==> src/wis_pkg.sv <==
// Shared types and constants for the i32 stack executor.
`timescale 1ns / 1ps
package wis_pkg;

    localparam int STACK_DEPTH = 64;
    localparam int WORD_W      = 32;
    localparam int SP_W        = $clog2(STACK_DEPTH + 1);
    localparam int ADDR_W      = $clog2(STACK_DEPTH);
    localparam int DEPTH_W     = 7;

    // WebAssembly opcode bytes
    localparam logic [7:0] OP_END   = 8'h0B;
    localparam logic [7:0] OP_CONST = 8'h41;
    localparam logic [7:0] OP_EQZ   = 8'h45;
    localparam logic [7:0] OP_ADD   = 8'h6A;
    localparam logic [7:0] OP_SUB   = 8'h6B;
    localparam logic [7:0] OP_MUL   = 8'h6C;
    localparam logic [7:0] OP_DIVS  = 8'h6D;
    localparam logic [7:0] OP_DIVU  = 8'h6E;
    localparam logic [7:0] OP_REMS  = 8'h6F;
    localparam logic [7:0] OP_AND   = 8'h71;
    localparam logic [7:0] OP_OR    = 8'h72;
    localparam logic [7:0] OP_XOR   = 8'h73;
    localparam logic [7:0] OP_SHL   = 8'h74;
    localparam logic [7:0] OP_SHRS  = 8'h75;
    localparam logic [7:0] OP_SHRU  = 8'h76;

    typedef enum logic [2:0] {
        ST_OK      = 3'd0,
        ST_OVER    = 3'd1,
        ST_UNDER   = 3'd2,
        ST_DIVZERO = 3'd3,
        ST_DIVOVF  = 3'd4,
        ST_UNKNOWN = 3'd5,
        ST_HALTED  = 3'd6
    } status_t;

    typedef enum logic [2:0] {
        CLS_END,
        CLS_CONST,
        CLS_EQZ,
        CLS_BIN,
        CLS_UNKNOWN
    } cls_t;

    typedef enum logic [3:0] {
        ALU_ADD,
        ALU_SUB,
        ALU_MUL,
        ALU_AND,
        ALU_OR,
        ALU_XOR,
        ALU_SHL,
        ALU_SHRS,
        ALU_SHRU,
        ALU_DIVS,
        ALU_DIVU,
        ALU_REMS
    } alu_t;

    typedef struct packed {
        logic              start;
        cls_t              cls;
        alu_t              alu;
        logic [WORD_W-1:0] imm;
    } item_t;

    typedef enum logic [2:0] {
        B_IDLE,
        B_READ,
        B_EXEC,
        B_DIV,
        B_DONE
    } back_state_t;

endpackage

==> src/wasm_i32_stack_executor.sv <==
// Top level of the WebAssembly i32 stack executor.
//
//  channel  | handshake    | payload
//  ---------+--------------+--------------------------------------------
//  request  | push / full  | program_start, opcode, immediate
//  result   | empty / pop  | top_value, stack_depth, status
//
// In the back end a request passes IDLE and DONE for end, const, eqz and
// errors found at decode; IDLE, READ, EXEC and DONE for non-divide binary
// ops and divide errors; and also DIV for div/rem (32-step divider), plus
// any wait for pop on the result register. The top of stack is cached in
// a register; the rest sits in a RAM whose read is registered and is taken
// in READ for binary ops. A two-entry request queue lets the front accept
// while the back works or the result waits. Reset empties the stack and clears the halt; no clearing pass is needed.
`timescale 1ns / 1ps
module wasm_i32_stack_executor import wis_pkg::*; (
    input  logic               clk,
    input  logic               rst_n,
    input  logic               push,
    output logic               full,
    input  logic               program_start,
    input  logic [7:0]         opcode,
    input  logic [WORD_W-1:0]  immediate,
    output logic               empty,
    input  logic               pop,
    output logic [WORD_W-1:0]  top_value,
    output logic [DEPTH_W-1:0] stack_depth,
    output logic [2:0]         status
);

    logic  q_valid;
    item_t q_item;
    logic  q_take;

    wis_front u_front (
        .clk           (clk),
        .rst_n         (rst_n),
        .push          (push),
        .full          (full),
        .program_start (program_start),
        .opcode        (opcode),
        .immediate     (immediate),
        .q_valid       (q_valid),
        .q_item        (q_item),
        .q_take        (q_take)
    );

    wis_back u_back (
        .clk         (clk),
        .rst_n       (rst_n),
        .q_valid     (q_valid),
        .q_item      (q_item),
        .q_take      (q_take),
        .empty       (empty),
        .pop         (pop),
        .top_value   (top_value),
        .stack_depth (stack_depth),
        .status      (status)
    );

endmodule

==> src/wis_ram.sv <==
// Generic single-write, single-read RAM with registered read data.
`timescale 1ns / 1ps
module wis_ram #(
    parameter int WIDTH = 32,
    parameter int DEPTH = 64
) (
    input  logic                     clk,
    input  logic                     we,
    input  logic [$clog2(DEPTH)-1:0] waddr,
    input  logic [WIDTH-1:0]         wdata,
    input  logic [$clog2(DEPTH)-1:0] raddr,
    output logic [WIDTH-1:0]         rdata
);

    logic [WIDTH-1:0] mem [DEPTH];

    always_ff @(posedge clk)
    begin
        if (we)
        begin
            mem[waddr] <= wdata;
        end
        rdata <= mem[raddr];
    end

endmodule

==> src/wis_front.sv <==
// Front end: accepts requests, classifies the opcode, queues for the back end.
`timescale 1ns / 1ps
module wis_front import wis_pkg::*; (
    input  logic              clk,
    input  logic              rst_n,
    input  logic              push,
    output logic              full,
    input  logic              program_start,
    input  logic [7:0]        opcode,
    input  logic [WORD_W-1:0] immediate,
    output logic              q_valid,
    output item_t             q_item,
    input  logic              q_take
);

    item_t      slot_reg [2];
    logic       wr_ptr_reg;
    logic       rd_ptr_reg;
    logic [1:0] cnt_reg;
    item_t      new_item;
    logic       wr_en;

    always_comb
    begin
        new_item.start = program_start;
        new_item.imm   = immediate;
        new_item.cls   = CLS_BIN;
        new_item.alu   = ALU_ADD;
        case (opcode)
            OP_END:   new_item.cls = CLS_END;
            OP_CONST: new_item.cls = CLS_CONST;
            OP_EQZ:   new_item.cls = CLS_EQZ;
            OP_ADD:   new_item.alu = ALU_ADD;
            OP_SUB:   new_item.alu = ALU_SUB;
            OP_MUL:   new_item.alu = ALU_MUL;
            OP_DIVS:  new_item.alu = ALU_DIVS;
            OP_DIVU:  new_item.alu = ALU_DIVU;
            OP_REMS:  new_item.alu = ALU_REMS;
            OP_AND:   new_item.alu = ALU_AND;
            OP_OR:    new_item.alu = ALU_OR;
            OP_XOR:   new_item.alu = ALU_XOR;
            OP_SHL:   new_item.alu = ALU_SHL;
            OP_SHRS:  new_item.alu = ALU_SHRS;
            OP_SHRU:  new_item.alu = ALU_SHRU;
            default:  new_item.cls = CLS_UNKNOWN;
        endcase
    end

    assign full    = (cnt_reg == 2'd2);
    assign wr_en   = push && !full;
    assign q_valid = (cnt_reg != 2'd0);
    assign q_item  = slot_reg[rd_ptr_reg];

    always_ff @(posedge clk)
    begin
        if (wr_en)
        begin
            slot_reg[wr_ptr_reg] <= new_item;
        end
    end

    always_ff @(posedge clk or negedge rst_n)
    begin
        if (!rst_n)
        begin
            wr_ptr_reg <= 1'b0;
            rd_ptr_reg <= 1'b0;
            cnt_reg    <= 2'd0;
        end
        else
        begin
            if (wr_en)
            begin
                wr_ptr_reg <= !wr_ptr_reg;
            end
            if (q_take && q_valid)
            begin
                rd_ptr_reg <= !rd_ptr_reg;
            end
            cnt_reg <= cnt_reg + 2'(wr_en) - 2'(q_take && q_valid);
        end
    end

endmodule

==> src/wis_div.sv <==
// Iterative restoring divider, one quotient bit per cycle.
`timescale 1ns / 1ps
module wis_div import wis_pkg::*; (
    input  logic              clk,
    input  logic              rst_n,
    input  logic              start,
    input  logic [WORD_W-1:0] dividend,
    input  logic [WORD_W-1:0] divisor,
    output logic              done,
    output logic [WORD_W-1:0] quotient,
    output logic [WORD_W-1:0] remainder
);

    localparam int CNT_W = $clog2(WORD_W);

    logic [WORD_W-1:0] rem_reg;
    logic [WORD_W-1:0] quo_reg;
    logic [WORD_W-1:0] dvs_reg;
    logic [CNT_W-1:0]  cnt_reg;
    logic              busy_reg;
    logic              done_reg;
    logic [WORD_W:0]   rem_sh;
    logic [WORD_W:0]   diff;
    logic              fits;

    assign rem_sh    = {rem_reg, quo_reg[WORD_W-1]};
    assign diff      = rem_sh - {1'b0, dvs_reg};
    assign fits      = !diff[WORD_W];
    assign done      = done_reg;
    assign quotient  = quo_reg;
    assign remainder = rem_reg;

    always_ff @(posedge clk)
    begin
        if (start)
        begin
            rem_reg <= '0;
            quo_reg <= dividend;
            dvs_reg <= divisor;
        end
        else if (busy_reg)
        begin
            rem_reg <= fits ? diff[WORD_W-1:0] : rem_sh[WORD_W-1:0];
            quo_reg <= {quo_reg[WORD_W-2:0], fits};
        end
    end

    always_ff @(posedge clk or negedge rst_n)
    begin
        if (!rst_n)
        begin
            busy_reg <= 1'b0;
            done_reg <= 1'b0;
            cnt_reg  <= '0;
        end
        else
        begin
            done_reg <= 1'b0;
            if (start)
            begin
                busy_reg <= 1'b1;
                cnt_reg  <= CNT_W'(WORD_W - 1);
            end
            else if (busy_reg)
            begin
                cnt_reg <= cnt_reg - 1'b1;
                if (cnt_reg == '0)
                begin
                    busy_reg <= 1'b0;
                    done_reg <= 1'b1;
                end
            end
        end
    end

endmodule

==> src/wis_back.sv <==
// Back end: operand stack, ALU, divider control and result register.
`timescale 1ns / 1ps
module wis_back import wis_pkg::*; (
    input  logic               clk,
    input  logic               rst_n,
    input  logic               q_valid,
    input  item_t              q_item,
    output logic               q_take,
    output logic               empty,
    input  logic               pop,
    output logic [WORD_W-1:0]  top_value,
    output logic [DEPTH_W-1:0] stack_depth,
    output logic [2:0]         status
);

    back_state_t       state_reg, state_next;
    logic [SP_W-1:0]   sp_reg, sp_next;
    logic [WORD_W-1:0] tos_reg, tos_next;
    logic [WORD_W-1:0] nos_reg, nos_next;
    logic              halted_reg, halted_next;
    item_t             cur_reg, cur_next;
    status_t           st_reg, st_next;
    logic              neg_reg, neg_next;
    logic              out_valid_reg, out_valid_next;
    logic [WORD_W-1:0] out_top_reg, out_top_next;
    logic [SP_W-1:0]   out_sp_reg, out_sp_next;
    status_t           out_st_reg, out_st_next;

    logic              ram_we;
    logic [ADDR_W-1:0] ram_waddr;
    logic [ADDR_W-1:0] ram_raddr;
    logic [WORD_W-1:0] ram_rdata;

    logic              div_start;
    logic [WORD_W-1:0] div_a, div_b;
    logic              div_done;
    logic [WORD_W-1:0] div_quo, div_rem, div_sel;

    logic [SP_W-1:0]   sp_eff;
    logic              halt_eff;
    logic              out_free;
    logic [WORD_W-1:0] alu_res;
    logic [WORD_W-1:0] mag_a, mag_b;

    wis_ram #(.WIDTH(WORD_W), .DEPTH(STACK_DEPTH)) u_stack (
        .clk   (clk),
        .we    (ram_we),
        .waddr (ram_waddr),
        .wdata (tos_reg),
        .raddr (ram_raddr),
        .rdata (ram_rdata)
    );

    wis_div u_div (
        .clk       (clk),
        .rst_n     (rst_n),
        .start     (div_start),
        .dividend  (div_a),
        .divisor   (div_b),
        .done      (div_done),
        .quotient  (div_quo),
        .remainder (div_rem)
    );

    assign out_free = !out_valid_reg || pop;
    assign q_take   = (state_reg == B_IDLE) && q_valid;
    assign sp_eff   = q_item.start ? '0 : sp_reg;
    assign halt_eff = q_item.start ? 1'b0 : halted_reg;

    // bin ops: left = nos (second from top), right = tos
    always_comb
    begin
        case (cur_reg.alu)
            ALU_ADD:  alu_res = nos_reg + tos_reg;
            ALU_SUB:  alu_res = nos_reg - tos_reg;
            ALU_MUL:  alu_res = nos_reg * tos_reg;
            ALU_AND:  alu_res = nos_reg & tos_reg;
            ALU_OR:   alu_res = nos_reg | tos_reg;
            ALU_XOR:  alu_res = nos_reg ^ tos_reg;
            ALU_SHL:  alu_res = nos_reg << tos_reg[4:0];
            ALU_SHRU: alu_res = nos_reg >> tos_reg[4:0];
            ALU_SHRS: alu_res = WORD_W'($signed(nos_reg) >>> tos_reg[4:0]);
            default:  alu_res = '0;
        endcase
    end

    assign mag_a   = (cur_reg.alu != ALU_DIVU && nos_reg[WORD_W-1]) ? -nos_reg : nos_reg;
    assign mag_b   = (cur_reg.alu != ALU_DIVU && tos_reg[WORD_W-1]) ? -tos_reg : tos_reg;
    assign div_a   = mag_a;
    assign div_b   = mag_b;
    assign div_sel = (cur_reg.alu == ALU_REMS) ? div_rem : div_quo;

    always_comb
    begin
        state_next     = state_reg;
        sp_next        = sp_reg;
        tos_next       = tos_reg;
        nos_next       = nos_reg;
        halted_next    = halted_reg;
        cur_next       = cur_reg;
        st_next        = st_reg;
        neg_next       = neg_reg;
        out_valid_next = out_valid_reg && !pop;
        out_top_next   = out_top_reg;
        out_sp_next    = out_sp_reg;
        out_st_next    = out_st_reg;
        ram_we         = 1'b0;
        ram_waddr      = ADDR_W'(sp_reg - 1'b1);
        ram_raddr      = ADDR_W'(sp_eff - SP_W'(2));
        div_start      = 1'b0;

        case (state_reg)
            B_IDLE:
            begin
                if (q_valid)
                begin
                    cur_next    = q_item;
                    sp_next     = sp_eff;
                    halted_next = halt_eff;
                    st_next     = ST_OK;
                    state_next  = B_DONE;
                    if (halt_eff)
                    begin
                        st_next = ST_HALTED;
                    end
                    else
                    begin
                        case (q_item.cls)
                            CLS_END: st_next = ST_OK;
                            CLS_CONST:
                            begin
                                if (sp_eff == SP_W'(STACK_DEPTH))
                                begin
                                    st_next     = ST_OVER;
                                    halted_next = 1'b1;
                                end
                                else
                                begin
                                    // spill the cached top before the push
                                    ram_we    = (sp_eff != '0);
                                    ram_waddr = ADDR_W'(sp_eff - 1'b1);
                                    tos_next  = q_item.imm;
                                    sp_next   = sp_eff + 1'b1;
                                end
                            end
                            CLS_EQZ:
                            begin
                                if (sp_eff == '0)
                                begin
                                    st_next     = ST_UNDER;
                                    halted_next = 1'b1;
                                end
                                else
                                begin
                                    tos_next = WORD_W'(tos_reg == '0);
                                end
                            end
                            CLS_BIN:
                            begin
                                if (sp_eff < SP_W'(2))
                                begin
                                    st_next     = ST_UNDER;
                                    halted_next = 1'b1;
                                end
                                else
                                begin
                                    state_next = B_READ;
                                end
                            end
                            default:
                            begin
                                st_next     = ST_UNKNOWN;
                                halted_next = 1'b1;
                            end
                        endcase
                    end
                end
            end
            B_READ:
            begin
                nos_next   = ram_rdata;
                state_next = B_EXEC;
            end
            B_EXEC:
            begin
                state_next = B_DONE;
                if (cur_reg.alu == ALU_DIVS || cur_reg.alu == ALU_DIVU
                    || cur_reg.alu == ALU_REMS)
                begin
                    if (tos_reg == '0)
                    begin
                        st_next     = ST_DIVZERO;
                        halted_next = 1'b1;
                    end
                    else if (cur_reg.alu == ALU_DIVS && nos_reg == {1'b1, {(WORD_W-1){1'b0}}}
                             && tos_reg == '1)
                    begin
                        st_next     = ST_DIVOVF;
                        halted_next = 1'b1;
                    end
                    else
                    begin
                        div_start  = 1'b1;
                        state_next = B_DIV;
                        case (cur_reg.alu)
                            ALU_DIVS: neg_next = nos_reg[WORD_W-1] ^ tos_reg[WORD_W-1];
                            ALU_REMS: neg_next = nos_reg[WORD_W-1];
                            default:  neg_next = 1'b0;
                        endcase
                    end
                end
                else
                begin
                    tos_next = alu_res;
                    sp_next  = sp_reg - 1'b1;
                end
            end
            B_DIV:
            begin
                if (div_done)
                begin
                    tos_next   = neg_reg ? -div_sel : div_sel;
                    sp_next    = sp_reg - 1'b1;
                    state_next = B_DONE;
                end
            end
            B_DONE:
            begin
                if (out_free)
                begin
                    out_valid_next = 1'b1;
                    out_top_next   = (sp_reg != '0) ? tos_reg : '0;
                    out_sp_next    = sp_reg;
                    out_st_next    = st_reg;
                    state_next     = B_IDLE;
                end
            end
            default: state_next = B_IDLE;
        endcase
    end

    always_ff @(posedge clk)
    begin
        tos_reg     <= tos_next;
        nos_reg     <= nos_next;
        cur_reg     <= cur_next;
        st_reg      <= st_next;
        neg_reg     <= neg_next;
        out_top_reg <= out_top_next;
        out_sp_reg  <= out_sp_next;
        out_st_reg  <= out_st_next;
    end

    always_ff @(posedge clk or negedge rst_n)
    begin
        if (!rst_n)
        begin
            state_reg     <= B_IDLE;
            sp_reg        <= '0;
            halted_reg    <= 1'b0;
            out_valid_reg <= 1'b0;
        end
        else
        begin
            state_reg     <= state_next;
            sp_reg        <= sp_next;
            halted_reg    <= halted_next;
            out_valid_reg <= out_valid_next;
        end
    end

    assign empty       = !out_valid_reg;
    assign top_value   = out_top_reg;
    assign stack_depth = DEPTH_W'(out_sp_reg);
    assign status      = out_st_reg;

`ifndef SYNTHESIS
    a_sp_range: assert property (@(posedge clk) disable iff (!rst_n)
        sp_reg <= SP_W'(STACK_DEPTH))
        else $error("stack pointer beyond stack depth");

    a_out_from_done: assert property (@(posedge clk) disable iff (!rst_n)
        $rose(out_valid_reg) |-> $past(state_reg == B_DONE))
        else $error("result loaded outside completion state");

    a_error_halts: assert property (@(posedge clk) disable iff (!rst_n)
        (state_reg == B_DONE && out_free && st_reg != ST_OK && st_reg != ST_HALTED)
        |-> halted_reg)
        else $error("error reported without halt");

    a_div_only_in_div: assert property (@(posedge clk) disable iff (!rst_n)
        div_done |-> state_reg == B_DIV)
        else $error("divider finished outside divide wait");
`endif

endmodule
==> config.mk <==
export PLATFORM = sky130hd
export DESIGN_NAME = wasm_i32_stack_executor
export DESIGN_NICKNAME = d
export VERILOG_FILES = /design/src/wis_pkg.sv /design/src/wasm_i32_stack_executor.sv /design/src/wis_ram.sv /design/src/wis_front.sv /design/src/wis_div.sv /design/src/wis_back.sv
export SDC_FILE = /design/constraint.sdc
export NUM_CORES = 2
export LEC_CHECK = 0
export BUFFER_PORTS_ARGS = -buffer_cell sky130_fd_sc_hd__clkbuf_2
export CAP_MARGIN = 20
export CELL_PAD_IN_SITES_DETAIL_PLACEMENT = 2
export CELL_PAD_IN_SITES_GLOBAL_PLACEMENT = 2
export CORE_ASPECT_RATIO = 0.7
export CORE_UTILIZATION = 50
export CTS_BUF_LIST = sky130_fd_sc_hd__clkbuf_2 sky130_fd_sc_hd__clkbuf_4 sky130_fd_sc_hd__clkbuf_8
export CTS_CLUSTER_DIAMETER = 40
export DETAILED_ROUTE_END_ITERATION = 12
export GPL_TIMING_DRIVEN = 0
export PLACE_DENSITY_LB_ADDON = 0.1
export SYNTH_ARGS = -nofsm -noshare
export SYNTH_HDL_FRONTEND = slang
export SYNTH_SLANG_ARGS = --single-unit
==> constraint.sdc <==
create_clock -name clk -period 18.1 [get_ports clk]
set_input_delay 0.905 -clock clk [delete_from_list [all_inputs] [get_ports clk]]
set_output_delay 0.905 -clock clk [all_outputs]
set_load 0.05 [all_outputs]
==> results of run 1 <==
Yosys cell counts, types with 24 or more instances:
cell / instances / area share [%]
sky130_fd_sc_hd__clkbuf_1: 486 / 1.5
sky130_fd_sc_hd__a311oi_1: 67 / 0.50
sky130_fd_sc_hd__a21o_1: 33 / 0.21
sky130_fd_sc_hd__nor3_1: 82 / 0.35
sky130_fd_sc_hd__edfxtp_1: 2306 / 59
sky130_fd_sc_hd__xor2_1: 48 / 0.36
sky130_fd_sc_hd__nor2_1: 713 / 2.3
sky130_fd_sc_hd__a21oi_1: 412 / 1.8
sky130_fd_sc_hd__nand4_1: 27 / 0.14
sky130_fd_sc_hd__ha_1: 266 / 2.8
sky130_fd_sc_hd__mux4_2: 288 / 5.5
sky130_fd_sc_hd__xnor2_1: 209 / 1.6
sky130_fd_sc_hd__dfxtp_1: 64 / 1.1
sky130_fd_sc_hd__o211ai_1: 253 / 1.6
sky130_fd_sc_hd__nand2_1: 748 / 2.4
sky130_fd_sc_hd__fa_1: 410 / 7.0
sky130_fd_sc_hd__o22ai_1: 245 / 1.3
sky130_fd_sc_hd__mux2i_1: 179 / 1.5
sky130_fd_sc_hd__buf_2: 50 / 0.21
sky130_fd_sc_hd__a221oi_1: 29 / 0.22
sky130_fd_sc_hd__inv_1: 489 / 1.6
sky130_fd_sc_hd__or3_1: 24 / 0.13
sky130_fd_sc_hd__a211oi_1: 62 / 0.40
sky130_fd_sc_hd__nand3_1: 46 / 0.20
sky130_fd_sc_hd__buf_1: 56 / 0.18
sky130_fd_sc_hd__a31oi_1: 91 / 0.48
sky130_fd_sc_hd__nand2b_1: 31 / 0.16
sky130_fd_sc_hd__o221ai_1: 285 / 2.1
sky130_fd_sc_hd__o21ai_0: 223 / 0.95
layer usage:
layer	GRT overflow	GRT usage, %
met3	40	72.7
met5	8	48.6
met2	168	92.9
met4	133	73.4
met1	42	83.2
cells by family after synthesis:
family	count (synthesis)
AOI/OAI and AO/OA	1865
and+or+nand+nor	1786
xor gates and xnor gates	258
DFF	2393
buffers and inverters	1116
muxes	481
adders and majority gates	676
stage by stage:
step | util (%) | setup slack (ps) | std cells | instance area [sq um]
after CTS | 58.0 | 4960 | 12700 | 135000
after detailed placement | 54.7 | 5490 | 12000 | 128000
after global placement | 52.3 | 4230 | 11700 | 122000
after floorplan | - | 9490 | 8575 | 118000
==> flow_results.org, run 1 <==
** GRT
- Entering global routing, the biggest net connects 42 pins.
- The number of antenna violations at the first check in global routing came to 199.
- Summed over all layers, the global routing overflow is between 300 and 400.
- In the global route stage, overall resource usage came out at between 80 and 90%.

** Place
- Detailed placement finished with a half-perimeter wire length of between 400000 and 500000 um.
- Final weighted congestion of routability-driven global placement :: roughly 1.1
- Number of input and output port buffers inserted :: 86

** Clocking
- After clock tree synthesis, the setup repair step added 0 buffers.
- Counting along the longest clock path gives a buffer depth of 4.
- Buffers inserted to repair hold after CTS numbered 1.
- For this design, the sink count on the clock tree is ~2400.
- The number of gates resized after CTS was 0.
- The H-tree generated during clock tree synthesis spans 5 levels.
- Clock buffers created by TritonCTS :: between 300 and 400
- The root buffer cell chosen for the clock tree is sky130_fd_sc_hd__clkbuf_8.

** Synth
- After Yosys synthesis, and, or, nand and nor cells account for 6.34% of the synthesized area.
- EDFF count, synth :: between 2000 and 2500
- Of the total synthesized cell area, the portion taken by XOR and XNOR cells is ~1.9%.
- The most used flip-flop cell after synthesis is sky130_fd_sc_hd__edfxtp_1.
- Synthesized area per cell :: 13.7 sq um
- After synthesis, the largest family of logic cells by area is compound AO/OA/AOI/OAI gates.
- Synthesis instantiated 91 different standard cells from the library.
- Of all flip-flops after synthesis, the portion carrying an async set or reset was less than 1%.
- Of the total synthesized cell area, the portion taken by full adders, half adders and majority gates is about 9.8%.
- Register area share after synthesis :: about three fifths
- Yosys synthesis warning count :: 0
- Number of flip-flops and latches in the synthesized netlist :: roughly 2400
- Net Count, Synth :: 9296
- After synthesis the cells add up to ~120000 sq um.
- Fraction of synthesized area in multiplexers :: 7.18%
- Number of standard cells after synthesis :: roughly 8600
- Compound-gate portion of the synthesized area :: about 11%

** Status
- Exit stage :: global routing
- First reported error :: [ERROR GRT-0232] Routing congestion too high. Check the congestion heatmap in the GUI.
- Outcome :: did not finish

** Die
- The floorplan has ~150 rows.
- Die Span Y :: around 400 um
- The die is ~580 um wide.
- Pin placement for this block handled 89 I/O pins.
- For this configuration, the core starts out at a cell density of about half.
==> inputs of run 2 (changes only) <==
- CELL_PAD_IN_SITES_DETAIL_PLACEMENT: 2 -> default
- CELL_PAD_IN_SITES_GLOBAL_PLACEMENT: 2 -> default
- CORE_ASPECT_RATIO: 0.7 -> default
- CORE_UTILIZATION: 50 -> 35
- CTS_BUF_LIST: sky130_fd_sc_hd__clkbuf_2 sky130_fd_sc_hd__clkbuf_4 sky130_fd_sc_hd__clkbuf_8 -> default
- CTS_CLUSTER_DIAMETER: 40 -> default
- PLACE_DENSITY_LB_ADDON: 0.1 -> 0.15
==> flow_results.org, run 2 <==
** Cells and area
- In the layout the commonest cells are sky130_fd_sc_hd__edfxtp_1, sky130_fd_sc_hd__nand2_1, sky130_fd_sc_hd__nor2_1, sky130_fd_sc_hd__clkbuf_1, sky130_fd_sc_hd__inv_1.
- Max reg flops :: about 2000
- Fraction of final layout cells with drive strength greater than 1 :: between 10% and 20%
- Number of nets in the layout :: around 10000
- From synthesis to final layout, the design area changed by 17.7%.
- The library cell used most frequently in the layout, excluding fill and tap cells, is sky130_fd_sc_hd__edfxtp_1.
- Once layout is complete, the cells apart from fillers number roughly 14000.

** Worst setup path
- Type of element launching the critical path :: register
- Counting both buffers and inverters, the worst setup path holds a total of 10.
- The cell family contributing the most delay on the critical path is adder cells.
- Of all nets on the critical path, the largest fanout is 10.
- The worst setup path is captured at a register.
- Maximum cell stage delay along the critical path :: between 700 and 800 ps
- The worst register-to-register path has a depth of 28.
- Crit-path slowest cell :: sky130_fd_sc_hd__clkbuf_1
- WP data required :: around 19000 ps
- Cell depth of the worst setup path :: 28
- Worst endpoint data arrival time :: 12640 ps
- Worst path most repeated cell :: sky130_fd_sc_hd__fa_1
- Type of the worst setup path :: register to register

** Synth
- Net Count, Synth :: just over 9000
- After synthesis the cells add up to 118000 sq um.
- Multiplexer cells account for between 7 and 8% of the synthesized area.
- Async SR Flop Fraction :: less than 1%
- Synth Area in Simple Gates :: between 6 and 7%
- Cells taking the most area after synthesis :: sky130_fd_sc_hd__edfxtp_1, sky130_fd_sc_hd__fa_1, sky130_fd_sc_hd__mux4_2, sky130_fd_sc_hd__ha_1, sky130_fd_sc_hd__nand2_1
- In the synthesized netlist, the cells that appear most often are sky130_fd_sc_hd__edfxtp_1, sky130_fd_sc_hd__nand2_1, sky130_fd_sc_hd__nor2_1, sky130_fd_sc_hd__inv_1, sky130_fd_sc_hd__clkbuf_1.
- Number of standard cells after synthesis :: about 8600
- Summing the areas of all fa, ha and maj instances in the mapped netlist gives around a tenth of the synthesized area.
- Compound-gate portion of the synthesized area :: between 10% and 20%
- sky130_fd_sc_hd__edfxtp_1 takes more of the synthesized area than any other cell.
- After synthesis the netlist holds a flip-flop and latch count of 2393.
- Combinational family with the most area after synthesis :: compound AO/OA/AOI/OAI gates
- The synthesized netlist contains 91 unique library cells.
- After Yosys synthesis, XOR and XNOR cells account for 1.94% of the synthesized area.
- Ys flop type :: sky130_fd_sc_hd__edfxtp_1
- Register area share after synthesis :: about three fifths
- Counting flops with a built-in enable in the synthesized netlist gives ~2300.
- In this run the biggest area consumer among cell types represents between 50% and 60% of the synthesized area.
- Top-count cell post-synth :: sky130_fd_sc_hd__edfxtp_1
- Yosys printed 0 warnings.
- Synthesized area per cell :: about 14 sq um

** Clocking
- Latest clock arrival within the worst-skew pair :: ~900 ps
- Clock-pin slew was measured on the worst setup and hold paths at approximately 60 ps.
- The number of setup buffers added after CTS is 0.
- The number of gates resized after CTS was 0.
- Clock buffers created by TritonCTS :: approximately 270
- Clock tree from TritonCTS :: done
- The tree is rooted in a sky130_fd_sc_hd__clkbuf_16.
- Deepest level of the CTS H-tree :: 5
- Hold_buf cts :: 0
- Max Root-Sink Buffers :: 4
- Count of clock tree sinks :: 2393

** GRT
- Global-route wire length before repair :: roughly 670000 um
- Entering global routing, the biggest net connects 42 pins.
- For this run the aggregate overflow at the end of global routing stands at 0.
- Global routing consumed, over all layers together, 28.6% of the routing resources.
- The number of antenna violations at the first check in global routing is 21.
- The via count of the first global-routing pass is about 80000.

** Detailed routing
- First-iteration detailed-routing DRC count :: 8640
- In the routed design, unresolved DRC markers number 0.
- WL final :: 492000 um
- Remaining antenna violation count :: 0
- Dividing the detail-routed via count by the number of cells gives between 5 and 6.
- Number of detailed-routing iterations run before antenna repair :: 8
- Routed length per placed instance :: 35.6 um
- Detailed routing inserted a total of ~80000 vias.

** Timing
- The number of endpoints with negative hold slack in the final report came to 0.
- For the final database, setup skew stands at ~82 ps.
- At the pin with the least slew margin, the transition time is 1590 ps.
- The final max-slew violation count was 1.
- Slack of the critical path :: 6050 ps
- The worst path in the final design needs a cycle of around 12000 ps, including I/O delays and setup.
- Achievable frequency :: approximately 83 MHz
- Unrepaired setup endpoints after global routing :: no
- For the final routed database, the setup TNS stands at 0 ps.
- Final critical-path share of the clock period :: between 60% and 70%
- In this run the tightest slew margin relative to its limit is -6.23%.
- Setup violations remaining at the end of the flow were counted as 0.

** Die
- Horizontal extent of the die :: 582 um
- Row count :: approximately 210
- Initial Util :: 35.2%
- The die covers approximately 340000 sq um.
- Core region area :: between 300000 and 400000 sq um
- From bottom edge to top edge, the die measures between 500 and 600 um.
- 89 I/O pins were placed.

** Place
- Number of input and output port buffers inserted :: 86
- Place WS :: 6410 ps
- Summed over all nets, the half-perimeter wirelength after detailed placement is 379000 um.
- Placed Cells incl. Taps :: between 10000 and 15000
- Final weighted congestion of routability-driven global placement :: a little over 1

** Worst hold path
- Type of the worst min-delay path :: input pin to async pin

** Flow run
- Maximum Capacitance Violations :: 0

** Status
- The checks that failed: max-slew violations.
- Outcome :: finished, violations left
run 2: cell counts after synthesis:
Identical to the previous run, type by type.
run 2: final cells by class:
type	instances	area (sq um)
Fill cell	31100	196000
Sequential cell	2393	71100
Multi-Input combinational cell	5066	42900
Clock buffer	346	7260
Timing Repair Buffer	366	6140
Tap cell	4387	5490
Buffer	600	2360
Inverter	516	1940
Clock inverter	132	1420
Antenna cell	16	40.0
run 2: cell families after synthesis:
group | Yosys count
DFF | 2393
xor gates and xnor gates | 258
buffers and inverters | 1116
adders and majority gates | 676
AOI/OAI and AO/OA | 1865
muxes | 481
and+or+nand+nor | 1786
run 2: final timing paths:
path | startpoint | to | slack [ps]
max | u_back.tos_reg[2] | u_back.tos_reg[31] | 6050
min | rst_n | u_back.u_div.cnt_reg[4] | 190
max reg2reg | u_back.tos_reg[2] | u_back.tos_reg[31] | 6050
min reg2reg | u_back.u_stack.rdata[4] | u_back.nos_reg[4] | 400
max in group asynchronous | rst_n | u_back.sp_reg[1] | 17270
min in group clk | immediate[16] | u_front.slot_reg[0][16] | 220
run 2: stage by stage:
step / hold slack (ps) / cell area (sq um) / utilization, %
6_report: 195 / 139000 / 41.5
3_5_place_dp: 389 / 130000 / 38.9
4_1_cts: 159 / 139000 / 41.5
2_1_floorplan: 386 / 118000 / -
3_3_place_gp: 391 / 124000 / 37.0
5_1_grt: 181 / 139000 / 41.5
run 2: layer usage:
metal | share of wire [%] | wire length [um] | vias up | global-route usage (%)
li1 | - | - | 33800 | -
met1 | 41 | 201000 | 41800 | 37.3
met2 | 46 | 224000 | 3511 | 44.9
met3 | 6.2 | 30400 | 931 | 4.25
met4 | 7.4 | 36200 | 0 | 17.8
met5 | 0 | 0 | - | 0
run 2: worst reg2reg max path: cells and delay by family (launching register included):
| family | cells | cell delay [ps] |
|---|---|---|
| flip-flops | 1 | 720 |
| AO/OA/AOI/OAI | 5 | 2100 |
| buffers and inverters | 10 | 3090 |
| XOR/XNOR | 1 | 400 |
| adder cells (fa/ha/maj) | 9 | 4660 |
| AND/OR/NAND/NOR | 3 | 800 |
Power of run 2 is not shown: default switching activity piles up to over one toggle a cycle in this logic, so the estimate is an artifact.
